## config.mk

```make
export PLATFORM = sky130hd
export DESIGN_NAME = spi_command_frame_builder_flat
export DESIGN_NICKNAME = d
export VERILOG_FILES = /design/src/sfb_pkg.sv /design/src/sfb_cmd_if.sv /design/src/sfb_frame_if.sv /design/src/sfb_front.sv /design/src/sfb_queue.sv /design/src/sfb_back.sv /design/src/spi_command_frame_builder.sv /design/src/flat_wrapper.sv
export SDC_FILE = /design/constraint.sdc
export NUM_CORES = 1
export LEC_CHECK = 0
export ABC_AREA = 0
export BUFFER_PORTS_ARGS = -buffer_cell sky130_fd_sc_hd__buf_2
export CORE_MARGIN = 2
export CORE_UTILIZATION = 40
export DETAILED_ROUTE_END_ITERATION = 10
export PLACE_DENSITY_LB_ADDON = 0.05
export SYNTH_ARGS = -nofsm -noshare
export SYNTH_HDL_FRONTEND = slang
export SYNTH_SLANG_ARGS = --single-unit
```

## constraint.sdc

```tcl
create_clock -name i_clk -period 13 [get_ports i_clk]
set_input_delay 1.3 -clock i_clk [delete_from_list [all_inputs] [get_ports i_clk]]
set_output_delay 1.3 -clock i_clk [all_outputs]
set_load 0.01 [all_outputs]
```

## src/sfb_pkg.sv

```systemverilog
package sfb_pkg;

    localparam int MAX_CHANNELS_DEF = 4;
    localparam int FRAME_BYTES_MAX  = 24;
    localparam int POS_W            = $clog2(FRAME_BYTES_MAX + 1);

    localparam int CFG_IDX_W  = 3;
    localparam int CFG_DATA_W = 3;

    localparam logic [CFG_IDX_W-1:0] CFG_WORD_BYTES    = 3'd0;
    localparam logic [CFG_IDX_W-1:0] CFG_CHANNEL_COUNT = 3'd1;
    localparam logic [CFG_IDX_W-1:0] CFG_FIXED_FRAME   = 3'd2;
    localparam logic [CFG_IDX_W-1:0] CFG_CRC_ENABLE    = 3'd3;
    localparam logic [CFG_IDX_W-1:0] CFG_CRC_ALL_WORDS = 3'd4;
    localparam logic [CFG_IDX_W-1:0] CFG_CONV_ENABLED  = 3'd5;

    localparam logic [15:0] CRC_POLY = 16'h1021;
    localparam logic [15:0] CRC_SEED = 16'hFFFF;

    // power of two
    localparam int QUEUE_DEPTH = 2;

    typedef struct packed {
        logic [15:0]      command;
        logic [POS_W-1:0] total;
        logic             crc_on;
        logic [POS_W-1:0] crc_pos;
        logic [POS_W-1:0] covered;
    } t_job;

    function automatic logic [15:0] crc_byte(input logic [15:0] crc, input logic [7:0] data);
        logic [15:0] c;
        c = crc;
        for (int k = 7; k >= 0; k--) begin
            if (data[k] != c[15]) begin
                c = {c[14:0], 1'b0} ^ CRC_POLY;
            end else begin
                c = {c[14:0], 1'b0};
            end
        end
        return c;
    endfunction

endpackage

```

## src/sfb_cmd_if.sv

```systemverilog
interface sfb_cmd_if;
    logic        valid;
    logic        ready;
    logic [15:0] command_word;

    modport source (output valid, output command_word, input ready);
    modport sink (input valid, input command_word, output ready);
endinterface

```

## src/sfb_frame_if.sv

```systemverilog
interface sfb_frame_if;
    logic       valid;
    logic       ready;
    logic [7:0] frame_byte;
    logic       last_byte;

    modport source (output valid, output frame_byte, output last_byte, input ready);
    modport sink (input valid, input frame_byte, input last_byte, output ready);
endinterface

```

## src/sfb_front.sv

```systemverilog
module sfb_front #(
    parameter int MAX_CHANNELS = sfb_pkg::MAX_CHANNELS_DEF
) (
    input  logic                            i_clk,
    input  logic                            i_rst_n,
    input  logic                            i_cfg_we,
    input  logic [sfb_pkg::CFG_IDX_W-1:0]   i_cfg_idx,
    input  logic [sfb_pkg::CFG_DATA_W-1:0]  i_cfg_data,
    sfb_cmd_if.sink                         i_cmd,
    input  logic                            i_q_ready,
    output logic                            o_q_valid,
    output sfb_pkg::t_job                   o_job
);
    import sfb_pkg::*;

    localparam int CH_W   = $clog2(MAX_CHANNELS + 1);
    localparam int FL_W   = $clog2(MAX_CHANNELS + 3);
    localparam int PROD_W = FL_W + 3;

    logic [2:0] r_word_bytes;
    logic [2:0] r_channel_count;
    logic       r_fixed_frame;
    logic       r_crc_enable;
    logic       r_crc_all_words;
    logic       r_conv_enabled;

    logic [2:0]        wb;
    logic [CH_W-1:0]   ch;
    logic [FL_W-1:0]   fl_raw;
    logic [PROD_W-1:0] prod;
    logic [POS_W-1:0]  fl_cut;
    logic [POS_W-1:0]  fl_eff;
    logic [POS_W-1:0]  total;
    logic [POS_W-1:0]  crc_pos;

    always_ff @(posedge i_clk) begin
        if (!i_rst_n) begin
            r_word_bytes    <= 3'd3;
            r_channel_count <= 3'd4;
            r_fixed_frame   <= 1'b1;
            r_crc_enable    <= 1'b0;
            r_crc_all_words <= 1'b0;
            r_conv_enabled  <= 1'b0;
        end else if (i_cfg_we) begin
            unique case (i_cfg_idx)
                CFG_WORD_BYTES:    r_word_bytes    <= i_cfg_data;
                CFG_CHANNEL_COUNT: r_channel_count <= i_cfg_data;
                CFG_FIXED_FRAME:   r_fixed_frame   <= i_cfg_data[0];
                CFG_CRC_ENABLE:    r_crc_enable    <= i_cfg_data[0];
                CFG_CRC_ALL_WORDS: r_crc_all_words <= i_cfg_data[0];
                CFG_CONV_ENABLED:  r_conv_enabled  <= i_cfg_data[0];
                default: ;
            endcase
        end
    end

    always_comb begin
        if (r_word_bytes < 3'd2) begin
            wb = 3'd2;
        end else if (r_word_bytes > 3'd4) begin
            wb = 3'd4;
        end else begin
            wb = r_word_bytes;
        end

        if (r_channel_count == 3'd0) begin
            ch = CH_W'(1);
        end else if (int'(r_channel_count) > MAX_CHANNELS) begin
            ch = CH_W'(MAX_CHANNELS);
        end else begin
            ch = CH_W'(r_channel_count);
        end

        if (r_fixed_frame) begin
            fl_raw = FL_W'(ch) + FL_W'(2);
        end else begin
            fl_raw = FL_W'(1) + (r_conv_enabled ? FL_W'(ch) : FL_W'(0))
                   + FL_W'(r_crc_enable);
        end

        prod = PROD_W'(fl_raw) * PROD_W'(wb);

        case (wb)
            3'd2:    fl_cut = POS_W'(FRAME_BYTES_MAX / 2);
            3'd3:    fl_cut = POS_W'(FRAME_BYTES_MAX / 3);
            default: fl_cut = POS_W'(FRAME_BYTES_MAX / 4);
        endcase

        fl_eff  = (prod > PROD_W'(FRAME_BYTES_MAX)) ? fl_cut : POS_W'(fl_raw);
        total   = POS_W'(fl_eff * POS_W'(wb));
        crc_pos = total - POS_W'(wb);
    end

    assign o_job.command = i_cmd.command_word;
    assign o_job.total   = total;
    assign o_job.crc_on  = r_crc_enable && (fl_eff >= POS_W'(2));
    assign o_job.crc_pos = crc_pos;
    assign o_job.covered = r_crc_all_words ? crc_pos : POS_W'(wb);

    assign o_q_valid   = i_cmd.valid;
    assign i_cmd.ready = i_q_ready;

endmodule

```

## src/sfb_queue.sv

```systemverilog
module sfb_queue (
    input  logic          i_clk,
    input  logic          i_rst_n,
    input  logic          i_push_valid,
    output logic          o_push_ready,
    input  sfb_pkg::t_job i_job,
    output logic          o_pop_valid,
    input  logic          i_pop_ready,
    output sfb_pkg::t_job o_job
);
    import sfb_pkg::*;

    localparam int QW = $clog2(QUEUE_DEPTH);
    localparam int CW = $clog2(QUEUE_DEPTH + 1);

    t_job          r_mem [QUEUE_DEPTH];
    logic [QW-1:0] r_wr;
    logic [QW-1:0] r_rd;
    logic [CW-1:0] r_count;

    logic push;
    logic pop;

    assign o_push_ready = (r_count != CW'(QUEUE_DEPTH));
    assign o_pop_valid  = (r_count != CW'(0));
    assign push         = i_push_valid && o_push_ready;
    assign pop          = o_pop_valid && i_pop_ready;
    assign o_job        = r_mem[r_rd];

    always_ff @(posedge i_clk) begin
        if (!i_rst_n) begin
            r_wr    <= '0;
            r_rd    <= '0;
            r_count <= '0;
        end else begin
            if (push) begin
                r_wr <= r_wr + QW'(1);
            end
            if (pop) begin
                r_rd <= r_rd + QW'(1);
            end
            case ({push, pop})
                2'b10:   r_count <= r_count + CW'(1);
                2'b01:   r_count <= r_count - CW'(1);
                default: r_count <= r_count;
            endcase
        end
    end

    always_ff @(posedge i_clk) begin
        if (push) begin
            r_mem[r_wr] <= i_job;
        end
    end

endmodule

```

## src/sfb_back.sv

```systemverilog
module sfb_back (
    input  logic          i_clk,
    input  logic          i_rst_n,
    input  logic          i_job_valid,
    output logic          o_job_ready,
    input  sfb_pkg::t_job i_job,
    sfb_frame_if.source   o_frame
);
    import sfb_pkg::*;

    logic             r_busy;
    logic             r_out_valid;
    logic [POS_W-1:0] r_pos;
    t_job             r_job;
    logic [15:0]      r_crc;
    logic [7:0]       r_byte;
    logic             r_last;

    logic       load;
    logic       advance;
    logic [7:0] n_byte;
    logic       n_last;

    assign o_job_ready = !r_busy;
    assign load        = !r_busy && i_job_valid;
    assign advance     = r_busy && (!r_out_valid || o_frame.ready);

    always_comb begin
        n_byte = 8'h00;
        if (r_pos == POS_W'(0)) begin
            n_byte = r_job.command[15:8];
        end else if (r_pos == POS_W'(1)) begin
            n_byte = r_job.command[7:0];
        end else if (r_job.crc_on && (r_pos == r_job.crc_pos)) begin
            n_byte = r_crc[15:8];
        end else if (r_job.crc_on && (r_pos == r_job.crc_pos + POS_W'(1))) begin
            n_byte = r_crc[7:0];
        end
        n_last = (r_pos == r_job.total - POS_W'(1));
    end

    always_ff @(posedge i_clk) begin
        if (!i_rst_n) begin
            r_busy      <= 1'b0;
            r_out_valid <= 1'b0;
            r_pos       <= '0;
        end else begin
            if (load) begin
                r_busy <= 1'b1;
                r_pos  <= '0;
            end else if (advance) begin
                r_pos <= r_pos + POS_W'(1);
                if (n_last) begin
                    r_busy <= 1'b0;
                end
            end
            if (advance) begin
                r_out_valid <= 1'b1;
            end else if (o_frame.ready) begin
                r_out_valid <= 1'b0;
            end
        end
    end

    always_ff @(posedge i_clk) begin
        if (load) begin
            r_job <= i_job;
            r_crc <= CRC_SEED;
        end else if (advance && (r_pos < r_job.covered)) begin
            r_crc <= crc_byte(r_crc, n_byte);
        end
        if (advance) begin
            r_byte <= n_byte;
            r_last <= n_last;
        end
    end

    assign o_frame.valid      = r_out_valid;
    assign o_frame.frame_byte = r_byte;
    assign o_frame.last_byte  = r_last;

endmodule

```

## src/spi_command_frame_builder.sv

```systemverilog
// after the command transfer, the command is queued, loaded into the serializer, and its first byte is registered
// a frame of N bytes (2..24) is sent per command: the serializer loads the job, then
// sends one byte per cycle while the receiver is ready; crc is folded in as bytes are sent
// a 2-entry queue between classifier and serializer absorbs commands while a frame runs
// synchronous active-low reset clears the queue and the output; registers return to
// defaults: 3-byte words, 4 channels, fixed frame, crc off
module spi_command_frame_builder #(
    parameter int MAX_CHANNELS = sfb_pkg::MAX_CHANNELS_DEF
) (
    input  logic                           i_clk,
    input  logic                           i_rst_n,
    input  logic                           i_cfg_we,
    input  logic [sfb_pkg::CFG_IDX_W-1:0]  i_cfg_idx,
    input  logic [sfb_pkg::CFG_DATA_W-1:0] i_cfg_data,
    sfb_cmd_if.sink                        i_cmd,
    sfb_frame_if.source                    o_frame
);
    import sfb_pkg::*;

    t_job front_job;
    t_job queue_job;
    logic front_valid;
    logic queue_ready;
    logic queue_valid;
    logic back_ready;

    sfb_front #(
        .MAX_CHANNELS (MAX_CHANNELS)
    ) u_front (
        .i_clk      (i_clk),
        .i_rst_n    (i_rst_n),
        .i_cfg_we   (i_cfg_we),
        .i_cfg_idx  (i_cfg_idx),
        .i_cfg_data (i_cfg_data),
        .i_cmd      (i_cmd),
        .i_q_ready  (queue_ready),
        .o_q_valid  (front_valid),
        .o_job      (front_job)
    );

    sfb_queue u_queue (
        .i_clk        (i_clk),
        .i_rst_n      (i_rst_n),
        .i_push_valid (front_valid),
        .o_push_ready (queue_ready),
        .i_job        (front_job),
        .o_pop_valid  (queue_valid),
        .i_pop_ready  (back_ready),
        .o_job        (queue_job)
    );

    sfb_back u_back (
        .i_clk       (i_clk),
        .i_rst_n     (i_rst_n),
        .i_job_valid (queue_valid),
        .o_job_ready (back_ready),
        .i_job       (queue_job),
        .o_frame     (o_frame)
    );

endmodule

```

## src/flat_wrapper.sv

```systemverilog
// flat-port wrapper written by rule: the top's interface ports become plain ports
module spi_command_frame_builder_flat import sfb_pkg::*;
#(
    parameter int MAX_CHANNELS = sfb_pkg::MAX_CHANNELS_DEF
)
  (i_clk, i_rst_n, i_cfg_we, i_cfg_idx, i_cfg_data, i_cmd_valid, i_cmd_command_word, i_cmd_ready, o_frame_valid, o_frame_frame_byte, o_frame_last_byte, o_frame_ready);
  sfb_cmd_if i_cmd_i ();
  sfb_frame_if o_frame_i ();
  input  logic i_clk;
  input  logic i_rst_n;
  input  logic i_cfg_we;
  input  logic [sfb_pkg::CFG_IDX_W-1:0] i_cfg_idx;
  input  logic [sfb_pkg::CFG_DATA_W-1:0] i_cfg_data;
  input wire logic [$bits(i_cmd_i.valid)-1:0] i_cmd_valid;
  input wire logic [$bits(i_cmd_i.command_word)-1:0] i_cmd_command_word;
  output wire logic [$bits(i_cmd_i.ready)-1:0] i_cmd_ready;
  output wire logic [$bits(o_frame_i.valid)-1:0] o_frame_valid;
  output wire logic [$bits(o_frame_i.frame_byte)-1:0] o_frame_frame_byte;
  output wire logic [$bits(o_frame_i.last_byte)-1:0] o_frame_last_byte;
  input wire logic [$bits(o_frame_i.ready)-1:0] o_frame_ready;
  assign i_cmd_i.valid = i_cmd_valid;
  assign i_cmd_i.command_word = i_cmd_command_word;
  assign i_cmd_ready = i_cmd_i.ready;
  assign o_frame_valid = o_frame_i.valid;
  assign o_frame_frame_byte = o_frame_i.frame_byte;
  assign o_frame_last_byte = o_frame_i.last_byte;
  assign o_frame_i.ready = o_frame_ready;
  spi_command_frame_builder #(.MAX_CHANNELS(MAX_CHANNELS)) u_core (.i_clk(i_clk), .i_rst_n(i_rst_n), .i_cfg_we(i_cfg_we), .i_cfg_idx(i_cfg_idx), .i_cfg_data(i_cfg_data), .i_cmd(i_cmd_i), .o_frame(o_frame_i));
endmodule
```

==> results of run 1 <==
## final cells by class
class / instances / area (um2) / area share (%)
clock buffers: 17 / 425 / 5.27
clock inverters: 15 / 220 / 2.73
inverters: 34 / 128 / 1.58
multi-input cells: 382 / 2880 / 35.6
flip-flops and latches: 142 / 3890 / 48.2
well taps: 225 / 282 / 3.49
repair buffers: 46 / 253 / 3.13
## layer usage
layer	GRT usage [%]	vias up	wire (um)
li1	-	2207	-
met1	22.5	2143	6850
met2	24.6	71	6440
met3	3.62	12	379
met4	5.09	0	133
met5	0	-	0
## layout by cell type, fill, tap and decap left out, types with 15 or more instances in the layout
cell / synthesis / final
dfxtp_1: 37 / 37
xnor2_1: 20 / 20
a21oi_1: 24 / 24
mux2_2: 32 / 32
inv_1: 34 / 34
edfxtp_1: 105 / 105
buf_2: 4 / 37
clkbuf_16: 0 / 17
and2_1: 15 / 15
ha_1: 21 / 21
nand2_1: 38 / 38
xor2_1: 17 / 17
nor2_1: 38 / 37
## state kept, by name (all words and copies together), names as in the netlist, 2 cells and up
signal,cells
u_core.u_front.r_channel_count,3
u_core.u_back.r_pos,5
u_core.u_queue.r_count,2
u_core.u_back.o_frame.frame_byte,8
u_core.u_back.r_job,32
u_core.u_front.r_word_bytes,3
u_core.u_queue.r_mem,64
u_core.u_back.r_crc,16
## logic make-up after synthesis
group                      synth area share (%)
DFF                                        55.5
AOI/OAI and AO/OA                          11.1
xor gates and xnor gates                   5.17
adders and majority gates                  5.46
and+or+nand+nor                            12.3
buffers and inverters                      3.55
muxes                                      6.85
## power groups by stage
stage / clock, mW / sequential [mW] / combinational [mW]
floorplan: 0 / 0.731 / 0.573
global placement: 0 / 0.760 / 0.711
detailed placement: 0 / 0.763 / 0.724
CTS: 0.528 / 0.755 / 0.730
global route: 0.547 / 0.771 / 0.810
finish: 0.515 / 0.754 / 0.718
## worst min-delay path, stage by stage, from the launching register on
cell and delay (ns):
dfxtp_1 0.33, inv_1 0.07, a21boi_0 0.07
## worst paths after layout
check | end | cells past startpoint | slack [ns]
hold / removal | u_core.u_back.o_frame.valid | 2 | 0.51
setup reg to reg | u_core.u_queue.r_mem[0][4] | 24 | 6.94
setup / recovery | u_core.u_queue.r_mem[0][4] | 24 | 6.94
hold reg to reg | u_core.u_back.o_frame.valid | 2 | 0.51
==> reports/qor.yml, run 1 <==
status: "finished, final reports clean"
fill_cells: 1552
final.setup.worst_slack_ns: 6.94
required_ns: 13.16
numCtsBuffers: 17
critPathTopFamily: "adder cells"
drt_iter0_drc: 233
max_slew_margin_pct: 38.8
critPathSlowestCell: "fa_1"
min_period_over_period_pct: 46.6
post_drt_via_cell_ratio: 5.15
p_leak_nw: 3.08
dr.pass1.iters: 4
yosysSeqAreaShare_pct: 55.5
comb_power_share_pct: 36.1
cpPeakStageDelay_ns: 0.52
stdcell_count: 861
period_minus_slack_ns: 6.06
synth-seq-cells: 142
max_freq_mhz: 165
utilization_pct: 46.9
seqPwrFrac_pct: 37.9
core_um2: 17200
worst_ep_arrival_time_ns: 6.22
rsz0062_at_grt: "false"
tritoncts: "yes"
synth_top_area_cell: "edfxtp_1"
cts_max_level: 4
num_io_pins: 38
post-place-ws_ns: 6.96
cts_resized: 0
cts_hold_buffers: 0
syn_avg_cell_area_um2: 12.1
fp-row-count: 48
die-area_um2: 18600
placed_cell_area_um2: 7430
fp.dieH_um: 136
synth_edf_count: 105
cts.path.max_buffers: 2
grt_pass1_wl_mm: 22.5
pwr_density_cell_nw_per_um2: 246
yosys_warnings: 0
gr-total-overflow: 0
skew_ns: 0.0200
dp_hpwl_mm: 9.58
fp.dieW_um: 136
fin_area_um2: 8080
synthFlopType: "edfxtp_1"
cts.reportedPaths.clkPinSlew_ns: 0.07
crit_chain: "nor2b_1, or3b_2, ha_1, inv_1, ha_1, o22ai_1, nor2_1, fa_1, ha_1, fa_1, xor2_1, nand2_1, o21a_1, and2_1, nand2_1, fa_1, inv_1, ha_1, inv_1, fa_1, inv_1, a211oi_1, xor2_1, and2_1"
crit_buf_inv: 4
intPower_mw: 1.28
slew_violations: 0
ir_drop_mv: 0.0972
cp-start-kind: "flop"
yosys-top-cells-count: "edfxtp_1 (105), nand2_1 (38), nor2_1 (38), dfxtp_1 (37), inv_1 (34)"
final.setup.tns_ns: 0
finalSetupViolations: 0
grt_max_degree: 38
hold_viol: 0
path_max_fanout: 7
clockPowerShare_pct: 25.9
switching_share_pct: 35.5
wl_mm: 13.8
dp.cells: 829
synth_area_um2: 7020
cts_root_buf: "clkbuf_16"
synth.most_common_cell: "edfxtp_1"
grtUsageTotal_pct: 16.0
clk_latency_ns: 0.43
post_cts_buffers: 0
path_class: "reg -> reg"
gp_congestion: 0.808
routedWlPerCell_um: 16.0
reg2reg_from: "u_core.u_front.r_channel_count[1]"
drive_gt1_share_pct: 20.0
start_util_pct: 40.7
cp-end-kind: "flop"
antenna_found_initial: 0
worstHoldPathType: "reg -> reg"
power_mw: 1.99
crit_start: "u_core.u_front.r_channel_count[1]"
route.vias.total: 4433
synthArstFlopShare_pct: 0
final_antenna_net_count: 0
hold_slack_ns: 0.514
synthCells: 581
switching_power_mw: 0.704
first_global_vias: 4353
syn_to_final_growth_pct: 15.1
synthesis.nets: 635
yosysTopAreaCellShare_pct: 44.9
ys_types: 66
clock-sinks: 142
drv_cap: 0
place.port_buffers: 37
synthTopCellsByArea: "edfxtp_1 (45%), dfxtp_1 (11%), mux2_2 (5.1%), ha_1 (3.7%), xnor2_1 (2.5%)"
tightest_slew_ns: 0.909
drc: 0
num_antenna_cells: 0
min-delay-start: "u_core.u_back.r_busy"
final_nets: 677
Power figures use the tool's default switching activity.
==> run 2, diff against run 1 <==
--- a/config.mk
+++ b/config.mk
@@ -5,7 +5,7 @@
 export SDC_FILE = /design/constraint.sdc
 export NUM_CORES = 1
 export LEC_CHECK = 0
-export ABC_AREA = 0
+export ABC_AREA = 1
 export BUFFER_PORTS_ARGS = -buffer_cell sky130_fd_sc_hd__buf_2
 export CORE_MARGIN = 2
 export CORE_UTILIZATION = 40
==> constraint.sdc (replaced) <==
create_clock -name i_clk -period 6.1 [get_ports i_clk]
set_input_delay 0.61 -clock i_clk [delete_from_list [all_inputs] [get_ports i_clk]]
set_output_delay 0.61 -clock i_clk [all_outputs]
set_load 0.01 [all_outputs]
==> run 2 against run 1 <==
  * Cell area down 0.98%
  * Largest cell class unchanged
  * Sequential power rose by 120%
  * Clock power increased by 96%
  * Largest power group is now combinational cells
  * Critical path type unchanged
==> reports/qor.yml, run 2 <==
skew_ns: 0.00707
power_mw: 4.36
cts.path.max_buffers: 2
max_freq_mhz: 179
synth.most_common_cell: "nand2_1"
pwr_density_cell_nw_per_um2: 545
fp.dieW_um: 136
place.port_buffers: 37
utilization_pct: 46.6
drive_gt1_share_pct: 16.4
min_period_over_period_pct: 91.3
fp.dieH_um: 136
die-area_um2: 18500
largestRegisters: "u_core.u_queue.r_mem: 64 flops, u_core.u_back.r_job: 32 flops, u_core.u_back.r_crc: 16 flops"
clock-sinks: 142
num_io_pins: 38
hold_viol: 0
final_cell_mix: "nand2_1 (236), edfxtp_1 (105), inv_1 (76), nand3_1 (62)"
max_slew_margin_pct: 26.3
period_minus_slack_ns: 5.57
synthFlopType: "edfxtp_1"
cts_hold_buffers: 0
numCtsBuffers: 17
yosysTopAreaCellShare_pct: 45.1
worstHoldPathType: "in -> reg"
regArea_um2: 3890
synthesis.nets: 811
tritoncts: "yes"
synth_top_area_cell: "edfxtp_1"
routedWlPerCell_um: 13.6
synthTopCellsByArea: "edfxtp_1 (45%), nand2_1 (13%), dfxtp_1 (11%), nand3_1 (4.4%), inv_1 (4.1%)"
p_leak_nw: 3.53
core_um2: 17200
antenna_found_initial: 0
ir_drop_mv: 0.308
synthCells: 757
syn_to_final_growth_pct: 14.5
start_util_pct: 40.7
min-delay-start: "i_cmd_command_word[7]"
path_class: "reg -> reg"
yosysSeqAreaShare_pct: 55.7
regMostFlops: "u_core.u_queue.r_mem"
cp-end-kind: "flop"
syn_avg_cell_area_um2: 9.23
synth-seq-cells: 142
synthArstFlopShare_pct: 0
cts_root_buf: "clkbuf_16"
cts_max_level: 4
yosys_warnings: 0
post_drt_via_cell_ratio: 4.78
first_global_vias: 4801
route.vias.total: 4960
worst_ep_arrival_time_ns: 5.84
grt_pass1_wl_mm: 23.5
required_ns: 6.37
layout_commonest_cell: "nand2_1"
final.setup.tns_ns: 0
multi_input_area_um2: 2700
reg2reg_from: "u_core.u_front.r_channel_count[1]"
num_antenna_cells: 0
drt_iter0_drc: 320
rrSetupSlack_ns: 0.53
final_nets: 855
gr-total-overflow: 0
crit_start: "u_core.u_front.r_channel_count[1]"
path_max_fanout: 10
final_antenna_net_count: 0
dr.pass1.iters: 5
finalSetupViolations: 0
fp-row-count: 48
wl_mm: 14.1
fin_area_um2: 8000
gp_congestion: 0.769
clk_latency_ns: 0.42
ys_types: 43
cp-start-kind: "flop"
rsz0062_at_grt: "false"
fill_cells: 1688
largest_reg_flops: 64
dp_hpwl_mm: 9.79
synth_edf_count: 105
yosys-top-cells-count: "nand2_1 (236), edfxtp_1 (105), inv_1 (76), nand3_1 (62), dfxtp_1 (37)"
status: "finished, final reports clean"
drv_cap: 0
placed_cell_area_um2: 7420
grt_max_degree: 52
slew_violations: 0
drc: 0
cts.reportedPaths.clkPinSlew_ns: 0.06
grtUsageTotal_pct: 16.6
synth_area_um2: 6990
tightest_slew_ns: 1.10
-- run 2: cell types whose count changed in the layout (fill, tap and decap cells not counted), moves of 13 or more --
cell | previous run | this run
o21ai_0 | 13 | 32
mux2_2 | 32 | 0
inv_1 | 34 | 76
xnor2_1 | 20 | 4
nor2b_1 | 13 | 0
nand3_1 | 11 | 62
and2_1 | 15 | 0
nand2_2 | 1 | 34
nand2_1 | 38 | 236
-- run 2: power breakdown --
group          total (mW)  internal, mW  switching [mW]
clock                1.01         0.576           0.434
combinational        1.72         0.567            1.16
sequential           1.63          1.47           0.161
-- run 2: routing by layer --
layer	vias up	wire (um)	global-route usage, %
met2	75	6570	26.9
met5	-	0	0
met3	8	469	3.99
met1	2288	6970	21.9
li1	2589	-	-
met4	0	95	5.27
-- run 2: what timing repair did --
action                     4_1_cts  5_1_grt
setup buffers                    0        0
setup endpoints to repair        0        2
resized for setup                0        1
-- run 2: per-stage QoR --
step                hold slack (ns)  setup slack, ns  instances
floorplan                     0.447            0.864        757
global placement              0.471            0.582       1007
detailed placement            0.474            0.502       1007
CTS                           0.352            0.472       1038
global route                  0.352           0.0534       1038
finish                        0.375            0.528       1038
-- run 2: critical path, cell delays in order, from the launching register on --
cell     delay, ns
dfxtp_1       0.34
a21oi_2       0.16
nand2_1       0.07
ha_1          0.19
inv_1         0.05
ha_1          0.21
o21ai_0       0.42
nor2_1        0.14
fa_1          0.49
ha_1          0.24
fa_1          0.38
xor2_1        0.16
nand3_1       0.08
and2_2        0.23
o21ai_0       0.22
nor2_1        0.09
fa_1          0.53
inv_1         0.05
fa_1          0.55
inv_1         0.07
nor3_1        0.23
xnor3_1       0.36
nor2_1        0.13
-- run 2: final timing paths --
path                                 end  cells past startpoint
max reg2reg   u_core.u_queue.r_mem[1][4]                     22
min          u_core.u_queue.r_mem[1][23]                      1
min reg2reg  u_core.u_front.r_crc_enable                      2
max           u_core.u_queue.r_mem[1][4]                     22
-- run 2: area by class of cell --
cell class                      instances  area share [%]
Clock buffer                           17            5.32
Sequential cell                       142            48.7
Multi-Input combinational cell        511            33.7
Inverter                               88            4.19
Tap cell                              225            3.52
Clock inverter                         14            1.86
Timing Repair Buffer                   41            2.69
-- run 2: logic make-up after synthesis --
| group | count (synthesis) | synth area share (%) |
|---|---|---|
| buffers and inverters | 104 | 5.91 |
| AO/OA/AOI/OAI | 83 | 6.55 |
| AND/OR/NAND/NOR | 391 | 24.9 |
| flip-flops | 142 | 55.7 |
| adder cells (fa/ha/maj) | 27 | 5.48 |
| XOR/XNOR | 10 | 1.45 |
==> run 3, diff against run 2 <==
--- a/config.mk
+++ b/config.mk
@@ -7,9 +7,9 @@
 export LEC_CHECK = 0
 export ABC_AREA = 1
 export BUFFER_PORTS_ARGS = -buffer_cell sky130_fd_sc_hd__buf_2
-export CORE_MARGIN = 2
-export CORE_UTILIZATION = 40
+export CORE_UTILIZATION = 45
 export DETAILED_ROUTE_END_ITERATION = 10
+export MAX_ROUTING_LAYER = met4
 export PLACE_DENSITY_LB_ADDON = 0.05
 export SYNTH_ARGS = -nofsm -noshare
 export SYNTH_HDL_FRONTEND = slang
==> run 3 against run 2 <==
  * Register-to-register slack got worse by 0.05 ns
  * Final cell count fell by 3.5%
  * Critical path type unchanged
  * Via count rose by 2.8%
  * Cell area fell by 0.47%
  * Critical path depth rose by 2
  * Utilization rose by 5.8 points
  * Clock power barely moved
  * Total power rose by 0.52%
  * Hold slack improved by 0.0031 ns
  * Die area fell by 14%
  * Largest cell class unchanged
  * Sequential share of layout area rose by 0.23 points
==> reports/qor.yml, run 3 (same netlist as run 2, synthesis figures left out) <==
start_util_pct: 46.0
min_period_over_period_pct: 92.1
post_drt_via_cell_ratio: 5.09
routedWlPerCell_um: 13.9
dp.cells: 970
worst_ep_arrival_time_ns: 5.88
crit_chain: "a21oi_2, nand2_1, ha_1, inv_1, ha_1, a21oi_1, o21ai_0, o21ai_0, nor2_1, fa_1, ha_1, fa_1, xor2_1, nand3_1, and2_1, o21ai_0, nor2_1, fa_1, inv_1, fa_1, inv_1, nor3_1, xnor3_1, nor2_1"
cts_root_buf: "clkbuf_16"
cts_max_level: 4
critPathSlowestCell: "fa_1"
path_max_fanout: 10
wl_mm: 14.0
tightest_slew_ns: 1.04
slew_violations: 0
cp-start-kind: "flop"
worstHoldPathType: "in -> reg"
dp_hpwl_mm: 9.62
drt_iter0_drc: 281
fp.dieW_um: 127
place.port_buffers: 37
skew_ns: 0.00928
crit_buf_inv: 3
rsz0062_at_grt: "false"
die-area_um2: 16000
grtUsageTotal_pct: 19.2
drv_cap: 0
numCtsBuffers: 17
fp-row-count: 45
largestRegisters: "u_core.u_queue.r_mem: 64 flops, u_core.u_back.r_job: 32 flops, u_core.u_back.r_crc: 16 flops"
finalSetupViolations: 0
status: "finished, final reports clean"
comb_power_share_pct: 39.4
clock-sinks: 142
clockPowerShare_pct: 23.5
ir_drop_mv: 0.253
num_io_pins: 38
first_global_vias: 4769
required_ns: 6.36
syn_to_final_growth_pct: 13.9
fill_cells: 1400
cp-end-kind: "flop"
max_freq_mhz: 178
final_nets: 855
switching_power_mw: 1.74
path_class: "reg -> reg"
stdcell_count: 1002
gr-total-overflow: 0
seqPwrFrac_pct: 37.1
antenna_found_initial: 0
max_slew_margin_pct: 30.8
utilization_pct: 52.4
final_cell_mix: "nand2_1 (236), edfxtp_1 (105), inv_1 (76), nand3_1 (62)"
route.vias.total: 5101
p_leak_nw: 3.54
period_minus_slack_ns: 5.62
largest_reg_flops: 64
critPathTopFamily: "adder cells"
switching_share_pct: 39.6
cpPeakStageDelay_ns: 0.55
layout_commonest_cell: "nand2_1"
pwr_density_cell_nw_per_um2: 551
cts.path.max_buffers: 2
grt_max_degree: 52
cts.reportedPaths.clkPinSlew_ns: 0.06
dr.pass1.iters: 6
final.setup.tns_ns: 0
crit_top_cell: "fa_1"
grt_pass1_wl_mm: 23.1
core_um2: 15200
fp.dieH_um: 127
hold_viol: 0
tritoncts: "yes"
gp_congestion: 0.830
drc: 0
final_antenna_net_count: 0
num_antenna_cells: 0
clk_latency_ns: 0.42
intPower_mw: 2.65
drive_gt1_share_pct: 15.8
regMostFlops: "u_core.u_queue.r_mem"
==> run 3: changes by cell type in the layout (fill, tap and decap cells not counted) <==
| cell | change |
|---|---|
| and2_1 | +1 |
| and2_2 | -1 |
| bufinv_16 | +1 |
| clkbuf_1 | +1 |
| clkinv_1 | +3 |
| clkinv_2 | -1 |
| clkinvlp_4 | -1 |
| inv_8 | -2 |
| o21ai_0 | -1 |
| o21ai_1 | +1 |
==> run 3: metal layers <==
metal	wire [um]	global-route usage, %	share of wire (%)
met5	0	-	0
met4	132	6.02	0.94
met3	600	4.26	4.3
met2	6520	30.1	47
met1	6720	25.0	48
==> run 3: through the flow <==
step                setup WS [ns]  cell area [um2]  power, mW  hold WS, ns
detailed placement          0.403             7380       3.38        0.492
floorplan                   0.864             6990       2.93        0.447
global placement            0.598             7380       3.32        0.470
finish                      0.481             7960       4.38        0.378
CTS                         0.334             7960       4.42        0.363
global route                0.105             7960       4.73        0.356
==> run 3: worst paths after layout <==
kind | start | endpoint | slack [ns] | depth (start not counted)
worst min register to register | u_core.u_back.o_frame.valid | u_core.u_back.o_frame.valid | 0.49 | 2
worst min-delay path | i_cmd_command_word[13] | u_core.u_queue.r_mem[0][29] | 0.38 | 1
worst max register to register | u_core.u_front.r_channel_count[1] | u_core.u_queue.r_mem[0][4] | 0.48 | 24
worst max-delay path | u_core.u_front.r_channel_count[1] | u_core.u_queue.r_mem[0][4] | 0.48 | 24
==> run 3: power groups by stage <==
stage	sequential [mW]	clock, mW	combinational, mW
2_1_floorplan	1.62	0	1.31
3_5_place_dp	1.65	0	1.73
5_1_grt	1.66	1.09	1.97
3_3_place_gp	1.64	0	1.69
4_1_cts	1.63	1.05	1.74
6_report	1.63	1.03	1.73
==> run 3: cell type report <==
cell class | count | area (um2) | area share, %
Sequential cell | 142 | 3890 | 48.9
Multi-Input combinational cell | 511 | 2700 | 33.9
Clock buffer | 18 | 429 | 5.39
Inverter | 88 | 335 | 4.21
Tap cell | 188 | 235 | 2.96
Timing Repair Buffer | 41 | 215 | 2.70
Clock inverter | 14 | 155 | 1.95
==> run 3: what timing repair did <==
action	4_1_cts	5_1_grt
hold buffers	0	0
resized for setup	0	1
endpoints found under the setup margin	0	3
buffers inserted	0	0
